### config.mk
export PLATFORM = sky130hd
export DESIGN_NAME = bhtda_ctrl
export DESIGN_NICKNAME = d
export VERILOG_FILES = /design/src/rtl/bhtda_pkg.sv /design/src/rtl/bhtda_ctrl.sv
export SDC_FILE = /design/constraint.sdc
export NUM_CORES = 1
export LEC_CHECK = 0
export BUFFER_PORTS_ARGS = -buffer_cell sky130_fd_sc_hd__buf_2
export CORE_AREA = 2 2 39 41
export CTS_BUF_LIST = sky130_fd_sc_hd__clkbuf_4 sky130_fd_sc_hd__clkbuf_8
export CTS_CLUSTER_DIAMETER = 50
export DETAILED_ROUTE_END_ITERATION = 12
export DIE_AREA = 0 0 41 43
export GPL_TIMING_DRIVEN = 0
export HOLD_SLACK_MARGIN = 0.03
export MAX_ROUTING_LAYER = met4
export PLACE_DENSITY = 0.44
export SYNTH_ARGS = -nofsm -noshare
export SYNTH_HDL_FRONTEND = slang
export SYNTH_SLANG_ARGS = --single-unit
export TNS_END_PERCENT = 5
### constraint.sdc
create_clock -name clk -period 1.5 [get_ports clk]
set_input_delay 0.225 -clock clk [delete_from_list [all_inputs] [get_ports clk]]
set_output_delay 0.225 -clock clk [all_outputs]
set_load 0.02 [all_outputs]
### src/rtl/bhtda_pkg.sv
// Shared types and constants for the bucketed hash table with depth/age replacement.
// No dependencies; every other file of the block imports this package.
package bhtda_pkg;

    // Command codes
    localparam logic CMD_PROBE = 1'b0;
    localparam logic CMD_STORE = 1'b1;

    // Bound kinds
    localparam logic [1:0] BOUND_NONE  = 2'd0;
    localparam logic [1:0] BOUND_EXACT = 2'd3;

    // Configuration register indexes and widths
    localparam logic [1:0] CFG_BUCKET_COUNT = 2'd0;
    localparam logic [1:0] CFG_CUR_GEN      = 2'd1;
    localparam logic [1:0] CFG_MATE_THRESH  = 2'd2;
    localparam int CFG_IDX_W  = 2;
    localparam int CFG_DATA_W = 17;

    localparam logic [16:0] BUCKET_COUNT_RST = 17'd65536;
    localparam logic [4:0]  CUR_GEN_RST      = 5'd0;
    localparam logic [14:0] MATE_THRESH_RST  = 15'd31000;

    localparam int ENTRY_W = 80;

    typedef struct packed {
        logic               cmd;
        logic [63:0]        key;
        logic [7:0]         ply;
        logic [7:0]         search_depth;
        logic signed [15:0] eval_score;
        logic signed [15:0] static_eval;
        logic [15:0]        best_move;
        logic               pv_flag;
        logic [1:0]         bound_kind;
    } req_t;

    typedef struct packed {
        logic               hit;
        logic signed [15:0] found_score;
        logic signed [15:0] found_eval;
        logic [15:0]        found_move;
        logic [7:0]         found_depth;
        logic [1:0]         found_bound;
        logic               found_pv;
    } rsp_t;

    // One stored entry, 80 bits
    typedef struct packed {
        logic [15:0]        tag;
        logic signed [15:0] score;
        logic signed [15:0] seval;
        logic [15:0]        move;
        logic [7:0]         depth;
        logic [4:0]         gen;
        logic [1:0]         bound;
        logic               pv;
    } entry_t;

    typedef enum logic [1:0] {
        ST_CLEAR,
        ST_IDLE,
        ST_HASH,
        ST_LOOK
    } state_t;

    // Controller to datapath
    typedef struct packed {
        logic clr_en;   // write a zero row, advance clear counter
        logic lo_en;    // latch request and low partial product
        logic rd_en;    // finish bucket index, read the row
        logic wb_en;    // evaluate row: write back or load result
    } ctrl_cmd_t;

    // Datapath to controller
    typedef struct packed {
        logic clr_last;
        logic is_probe;
        logic out_busy;
    } dp_status_t;

endpackage

### src/rtl/bhtda_ctrl.sv
// Controller state machine: clearing pass, accept, hash/read, lookup/write-back.
// Depends on bhtda_pkg.
module bhtda_ctrl (
    input  logic                   clk,
    input  logic                   rst_n,
    input  logic                   in_valid,
    output logic                   in_ready,
    input  bhtda_pkg::dp_status_t  status,
    output bhtda_pkg::ctrl_cmd_t   cmd
);
    import bhtda_pkg::*;

    state_t state_reg, state_next;

    // State register
    always_ff @(posedge clk or negedge rst_n)
    begin
        if (!rst_n)
            state_reg <= ST_CLEAR;
        else
            state_reg <= state_next;
    end

    // Next state
    always_comb
    begin
        state_next = state_reg;
        case (state_reg)
            ST_CLEAR: if (status.clr_last) state_next = ST_IDLE;
            ST_IDLE:  if (in_valid) state_next = ST_HASH;
            ST_HASH:  state_next = ST_LOOK;
            ST_LOOK:  if (!(status.is_probe && status.out_busy)) state_next = ST_IDLE;
            default:  state_next = ST_CLEAR;
        endcase
    end

    // Outputs
    always_comb
    begin
        cmd      = '0;
        in_ready = 1'b0;
        case (state_reg)
            ST_CLEAR: cmd.clr_en = 1'b1;
            ST_IDLE:
            begin
                in_ready  = 1'b1;
                cmd.lo_en = in_valid;
            end
            ST_HASH:  cmd.rd_en = 1'b1;
            ST_LOOK:  cmd.wb_en = !(status.is_probe && status.out_busy);
            default:  cmd = '0;
        endcase
    end

    // At most one datapath command per cycle
    a_cmd_onehot: assert property (@(posedge clk) disable iff (!rst_n)
        $onehot0({cmd.clr_en, cmd.lo_en, cmd.rd_en, cmd.wb_en}))
        else $error("more than one datapath command");

    // An accepted request always goes on to the row read
    a_accept_read: assert property (@(posedge clk) disable iff (!rst_n)
        (in_valid && in_ready) |=> cmd.rd_en)
        else $error("accepted request not followed by read");

    // A probe with a pending result never overwrites it
    a_no_clobber: assert property (@(posedge clk) disable iff (!rst_n)
        (cmd.wb_en && status.is_probe) |-> !status.out_busy)
        else $error("probe result overwrote a pending result");

endmodule

==> flow_summary.ini, run 1 <==
[power_and_ir_drop]
power.leakage_nw = 0.159
power.switching_fraction = 0.441
share_comb_of_total_power = 0.627
switchingPower_uw = 278
powerDensity_mw_per_mm2 = 2080
clock_power_share = 0.186
max_rail_drop_vdd_mv = 0.661
p_seq_frac = 0.188
power.internal_uw = 352

[synthesis]
syn_avg_cell_area_sq_um = 11.0
sequential_share_of_the_synthesized_area = 0.268
synth_top_cells_by_area = sky130_fd_sc_hd__ha_1 34%, sky130_fd_sc_hd__dfrtp_1 27%, sky130_fd_sc_hd__inv_1 8.1%
synth.lib_cells_used.distinct = 9
postSynthCellCount = 17
post_synth_top_area_share = 0.336
yosysTopAreaCell = sky130_fd_sc_hd__ha_1
synth-warning-count = 0
syn-num-nets = 28
synth_seq_cells = 2
synth.cell_area_sq_um = 186

[final_layout]
post_route_cells_drive_above_1_share = 0.581
antenna_cells_inserted = 0
layout.cells.most_common_list = 10 x sky130_fd_sc_hd__buf_2, 4 x sky130_fd_sc_hd__ha_1, 3 x sky130_fd_sc_hd__clkbuf_4
fin_nets = 44
final_common_cell = sky130_fd_sc_hd__buf_2
flow.area_growth_from_synthesis_pct = 62.4
nFillCells = 149
flip_flop_count_of_the_largest_register_all_copies_and_words_added = 2

[timing]
final_max_slew_viol_count = 0
rsz0062_at_grt = no
max_clock_freq_mhz = 712
worst-slew-pin-transition_ns = 0.202
finalSetupTns_ns = 0
worst_slew_margin_rel = 0.865
whs_ns = 0.318
final.min_clock_period_ns = 1.40
setup_viol_count_final = 0
timing.final.ws_setup_ns = 0.0953
hold_viol_final = 0
fin_worst_skew_ns = 0.000811
layout_worst_path_cycle_share = 0.936

[cts]
clock_insertion_delay_worst_skew_ns = 0.22
cts_max_level = 1
tritoncts_num_sinks = 2
clk_root_buffer_cell = sky130_fd_sc_hd__clkbuf_4
cts-buffers-inserted = 3
cts_tree = yes
path_clk_slew_ns = 0.03
cts_buffer_depth = 2

[die]
chipHeight_um = 43
io-pin-count = 11
die-width_um = 41
rows = 14
area_of_the_die_sq_mm = 0.00176
core_region_area_sq_mm = 0.00138
initial_utilization = 0.135

[critical_path]
path_class = flop to flop
r2r_cells = 5
worst_ep_required_time_ns = 1.60
worst_setup_path_start_kind = flop
critical_path.max_stage_delay_ns = 0.41
timing.critical_path.buf_inv = 2
timing.reg2reg.setup_slack_ns = 0.1
type_of_destination_of_the_critical_path = flop
cpMaxStageDelayCell = sky130_fd_sc_hd__dfrtp_1
regToRegEndpoint = state_reg[1]
timing.critical_path.cells = inv_2, ha_2, inv_1, o221ai_4, mux2_4
path_delay_family = flip-flops
worstSetupStartpoint = state_reg[0]
r2r_start = state_reg[0]
critPathMaxFanout = 4
arrival_ns = 1.50

[route]
route.vias.total = 170
via_per_inst = 3.62
route.detailed.drc = 0
route.antenna.remaining_nets = 0
drt_iter0_markers = 1
first_pass_iters = 4
route.final.wire_length_um = 402
routedWlPerCell_um = 8.55

[placed_design]
detailedPlace.worstSlack_ns = 0.0540
finalWeightedCongestion = 0.674
numPortBuffers = 10

[global_routing]
gr-usage-all-layers = 0.0669
antenna_found_initial = 0
grt_start_max_net_pins = 5
overflow = 0
first_pass_grt_wire_length_um = 683
first_global_vias = 181

[worst_hold_path]
hold_class = input port to asynchronous set/reset pin

[status]
status = completed

[run]
timing.max_cap.violations = 0
[cell type report]
cell class,instances,area (sq um),area share
Tap cell,16,20.0,0.0661
Timing Repair Buffer,11,60.1,0.198
Multi-Input combinational cell,11,135,0.446
Inverter,4,15.0,0.0496
Clock buffer,3,22.5,0.0744
Sequential cell,2,50.0,0.165
[cell families (layout without fill, tap and decap cells)]
| kind of cell | count (synthesis) | after routing | share of synthesized area |
|---|---|---|---|
| compound gates | 2 | 2 | 0.121 |
| flops | 2 | 2 | 0.268 |
| mux | 2 | 2 | 0.134 |
| fa+ha+maj | 5 | 5 | 0.336 |
| simple gates | 2 | 2 | 0.0604 |
| buf+inv | 4 | 18 | 0.0805 |
[routing by layer]
metal | vias to the layer above | part of all wire | track usage
met1 | 74 | 0.43 | 0.0677
li1 | 85 | - | -
met5 | - | 0 | -
met3 | 0 | 0.11 | 0.0314
met2 | 11 | 0.45 | 0.0813
met4 | 0 | 0 | 0.0800
[power groups by stage]
| stage | clock network [mW] | registers (mW) | logic, mW |
|---|---|---|---|
| floorplan | 0 | 0.107 | 0.289 |
| global route | 0.132 | 0.126 | 0.451 |
| detailed placement | 0 | 0.115 | 0.374 |
| CTS | 0.127 | 0.114 | 0.377 |
| global placement | 0 | 0.115 | 0.365 |
| finish | 0.117 | 0.118 | 0.395 |
[worst register-to-register path: cells and delay by family, from the launching register on]
| kind | cells | cell delay, ns |
|---|---|---|
| AO/OA/AOI/OAI | 1 | 0.22 |
| adder cells (fa/ha/maj) | 1 | 0.17 |
| buffers and inverters | 2 | 0.15 |
| flip-flops | 1 | 0.41 |
| multiplexers | 1 | 0.32 |
[synthesized netlist by cell type]
| master | instances |
|---|---|
| sky130_fd_sc_hd__a21boi_0 | 1 |
| sky130_fd_sc_hd__and2_1 | 1 |
| sky130_fd_sc_hd__dfrtp_1 | 2 |
| sky130_fd_sc_hd__ha_1 | 5 |
| sky130_fd_sc_hd__inv_1 | 4 |
| sky130_fd_sc_hd__mux2_4 | 1 |
| sky130_fd_sc_hd__mux2i_1 | 1 |
| sky130_fd_sc_hd__nand3_1 | 1 |
| sky130_fd_sc_hd__o221ai_2 | 1 |
[through the flow]
step	std cells	power, mW	area [sq um]	util
CTS	47	0.618	292	0.211
finish	47	0.630	303	0.219
global route	47	0.709	303	0.219
global placement	43	0.480	259	0.187
floorplan	17	0.396	189	-
detailed placement	43	0.489	259	0.187
[repair_timing]
item                                   4_1_cts  5_1_grt
setup buffers                                0        0
endpoints found under the hold margin        2        0
setup endpoints to repair                    0        2
gates resized for setup                      0        3
hold buffers                                 1        0
[worst max-delay path by stage]
stage | endpoint | slack [ns] | cells past startpoint
2_1_floorplan | state_reg[1] | 0.008 | 5
3_3_place_gp | state_reg[1] | 0.05 | 5
3_5_place_dp | state_reg[1] | 0.05 | 5
4_1_cts | state_reg[1] | 0.04 | 5
5_1_grt | cmd[0] | 0.0003 | 3
6_report | state_reg[1] | 0.1 | 5
Power figures use the tool's default switching activity.
==> inputs of run 2 (changes only) <==
--- a/config.mk
+++ b/config.mk
@@ -5,7 +5,9 @@
 export SDC_FILE = /design/constraint.sdc
 export NUM_CORES = 1
 export LEC_CHECK = 0
+export ABC_AREA = 1
 export BUFFER_PORTS_ARGS = -buffer_cell sky130_fd_sc_hd__buf_2
+export CAP_MARGIN = 20
 export CORE_AREA = 2 2 39 41
 export CTS_BUF_LIST = sky130_fd_sc_hd__clkbuf_4 sky130_fd_sc_hd__clkbuf_8
 export CTS_CLUSTER_DIAMETER = 50
@@ -14,7 +16,7 @@
 export GPL_TIMING_DRIVEN = 0
 export HOLD_SLACK_MARGIN = 0.03
 export MAX_ROUTING_LAYER = met4
-export PLACE_DENSITY = 0.44
+export PLACE_DENSITY = 0.45
 export SYNTH_ARGS = -nofsm -noshare
 export SYNTH_HDL_FRONTEND = slang
 export SYNTH_SLANG_ARGS = --single-unit
==> run 2 against run 1 <==
Against the previous run: sequential power up 3%; flip-flop and latch count unchanged; via count up 11%; core utilization up 0.45 points; hold slack worse by 0.0028 ns; final area up 2.1%; clock power about the same; cell count up 17%; maximum frequency up 0.52%; total power down 2.9%; critical endpoint is now cmd[0]; largest cell class unchanged; largest power group unchanged.
==> flow_summary.ini, run 2 <==
[synthesis]
synth-adder-area-share = 0.307
synth-warning-count = 0
syn-num-nets = 36
synth_top_cells_by_area = sky130_fd_sc_hd__ha_1 31%, sky130_fd_sc_hd__dfrtp_1 25%, sky130_fd_sc_hd__inv_1 11%
synth_async_reset_ratio = 1.00
main_combinational_cell_family_by_area_after_synthesis = adder cells
post_synth_top_area_share = 0.307
synth-compound-area-share = 0.0368
synth.mux.area_fraction = 0
sequential_share_of_the_synthesized_area = 0.245
synth-xor-area-share = 0
synth_seq_cells = 2
postSynthCellCount = 25
synth_simple_gate_area_share = 0.301
synth_ff_type = sky130_fd_sc_hd__dfrtp_1
synthTopCellsByCount = 6 x sky130_fd_sc_hd__inv_1, 6 x sky130_fd_sc_hd__nand2_1, 5 x sky130_fd_sc_hd__ha_1
number_of_synthesized_flops_with_an_enable_pin = 0
synth.cell_area_sq_um = 204
synth.lib_cells_used.distinct = 8
syn_avg_cell_area_sq_um = 8.16
yosysTopAreaCell = sky130_fd_sc_hd__ha_1

[timing]
worst-slew-pin-transition_ns = 0.178
timing.final.ws_setup_ns = 0.103
worst_slew_margin_rel = 0.881
setup_viol_count_final = 0
fin_worst_skew_ns = 0.00312
whs_ns = 0.315
rsz0062_at_grt = no
final.min_clock_period_ns = 1.40
finalSetupTns_ns = 0
final_max_slew_viol_count = 0
hold_viol_final = 0
layout_worst_path_cycle_share = 0.932
max_clock_freq_mhz = 716

[die]
die-width_um = 41
initial_utilization = 0.147
chipHeight_um = 43
core_region_area_sq_mm = 0.00138
area_of_the_die_sq_mm = 0.00176
rows = 14
io-pin-count = 11

[placed_design]
numPortBuffers = 10
detailedPlace.worstSlack_ns = 0.314
post-dp-hpwl_um = 313
finalWeightedCongestion = 0.628

[critical_path]
worst_setup_path_start_kind = flop
critPathMaxFanout = 5
worst_ep_required_time_ns = 1.27
arrival_ns = 1.17
type_of_destination_of_the_critical_path = output port
path_class = flop to output port

[route]
first_pass_iters = 1
drt_iter0_markers = 0
route.antenna.remaining_nets = 0
via_per_inst = 3.44
routedWlPerCell_um = 7.33
route.vias.total = 189
route.final.wire_length_um = 403
route.detailed.drc = 0

[cts]
clk_root_buffer_cell = sky130_fd_sc_hd__clkbuf_4
postCtsSetupRepairBufs = 0
cts_buffer_depth = 2
tritoncts_num_sinks = 2
cts-buffers-inserted = 3
cts_max_level = 1
cts_tree = yes
clock_insertion_delay_worst_skew_ns = 0.22
path_clk_slew_ns = 0.03

[power_and_ir_drop]
p_seq_frac = 0.200
clock_power_share = 0.196
power.internal_uw = 318
switchingPower_uw = 293
max_rail_drop_vdd_mv = 0.311
powerDensity_mw_per_mm2 = 1980
power.switching_fraction = 0.479
power.leakage_nw = 0.190
share_comb_of_total_power = 0.604

[global_routing]
antenna_found_initial = 0
overflow = 0
first_global_vias = 172
gr-usage-all-layers = 0.0638
grt_start_max_net_pins = 6
first_pass_grt_wire_length_um = 634

[final_layout]
flow.area_growth_from_synthesis_pct = 51.5
flip_flop_count_of_the_largest_register_all_copies_and_words_added = 2
layout.cells.most_common_list = 10 x sky130_fd_sc_hd__buf_2, 6 x sky130_fd_sc_hd__nand2_1, 5 x sky130_fd_sc_hd__inv_1
fin_nets = 52
post_route_cells_drive_above_1_share = 0.462
final_common_cell = sky130_fd_sc_hd__buf_2
antenna_cells_inserted = 0

[status]
status = completed

[worst_hold_path]
hold_class = input port to asynchronous set/reset pin

[run]
timing.max_cap.violations = 0
## run 2: changes by cell type after synthesis
cell                       delta
sky130_fd_sc_hd__and2_1       -1
sky130_fd_sc_hd__nand4_1      +2
sky130_fd_sc_hd__nand3_2      +2
sky130_fd_sc_hd__a21boi_0     -1
sky130_fd_sc_hd__nand3_1      -1
sky130_fd_sc_hd__nand2_2      +1
sky130_fd_sc_hd__mux2_4       -1
sky130_fd_sc_hd__a21boi_1     +1
sky130_fd_sc_hd__nand2_1      +6
sky130_fd_sc_hd__o221ai_2     -1
sky130_fd_sc_hd__inv_1        +2
sky130_fd_sc_hd__mux2i_1      -1
## run 2: metrics by stage
step,utilization,power [mW],instances,instance area [sq um]
5_1_grt,0.223,0.687,55,309
3_3_place_gp,0.198,0.492,51,274
4_1_cts,0.222,0.625,55,307
3_5_place_dp,0.198,0.489,51,274
2_1_floorplan,-,0.400,25,204
6_report,0.223,0.611,55,309
## run 2: final timing paths
kind / from / to / slack [ns] / depth (start not counted)
min in group clk: status[0] / state_reg[1] / 0.36 / 4
max in group asynchronous: rst_n / state_reg[0] / 1.09 / 2
min reg2reg: state_reg[1] / state_reg[1] / 0.56 / 2
min: rst_n / state_reg[1] / 0.32 / 2
max reg2reg: state_reg[0] / state_reg[0] / 0.36 / 6
max: state_reg[0] / cmd[0] / 0.10 / 3
## run 2: cell type report
type	instances	area, sq um
sequential	2	50.0
multi-input combinational	17	134
timing repair buffer	11	60.1
inverter	6	22.5
fill	166	1070
clock buffer	3	22.5
tap	16	20.0
## run 2: timing repair
action,CTS,global route
hold buffers,1,0
endpoints found under the setup margin,0,1
endpoints found under the hold margin,2,0
gates resized for setup,0,2
## run 2: power groups by stage
stage / logic, mW / clock network [mW] / registers [mW]
2_1_floorplan: 0.288 / 0 / 0.112
3_3_place_gp: 0.370 / 0 / 0.122
3_5_place_dp: 0.369 / 0 / 0.120
4_1_cts: 0.373 / 0.132 / 0.120
5_1_grt: 0.423 / 0.136 / 0.128
6_report: 0.369 / 0.120 / 0.122
## run 2: routing by layer
layer,GRT usage,wire (um)
met1,0.0547,176
met2,0.0750,194
met3,0.0314,32
met4,0.100,0
met5,-,0
## run 2: critical path: stages (launching register included)
cell,delay [ns]
sky130_fd_sc_hd__dfrtp_1,0.41
sky130_fd_sc_hd__ha_1,0.21
sky130_fd_sc_hd__a21boi_1,0.16
sky130_fd_sc_hd__buf_2,0.17
## run 2: cell families (layout without fill, tap and decap cells)
kind of cell	count (synthesis)	after routing
AO/OA/AOI/OAI	1	1
adder cells (fa/ha/maj)	5	5
buffers and inverters	6	20
flip-flops	2	2
AND/OR/NAND/NOR	11	11
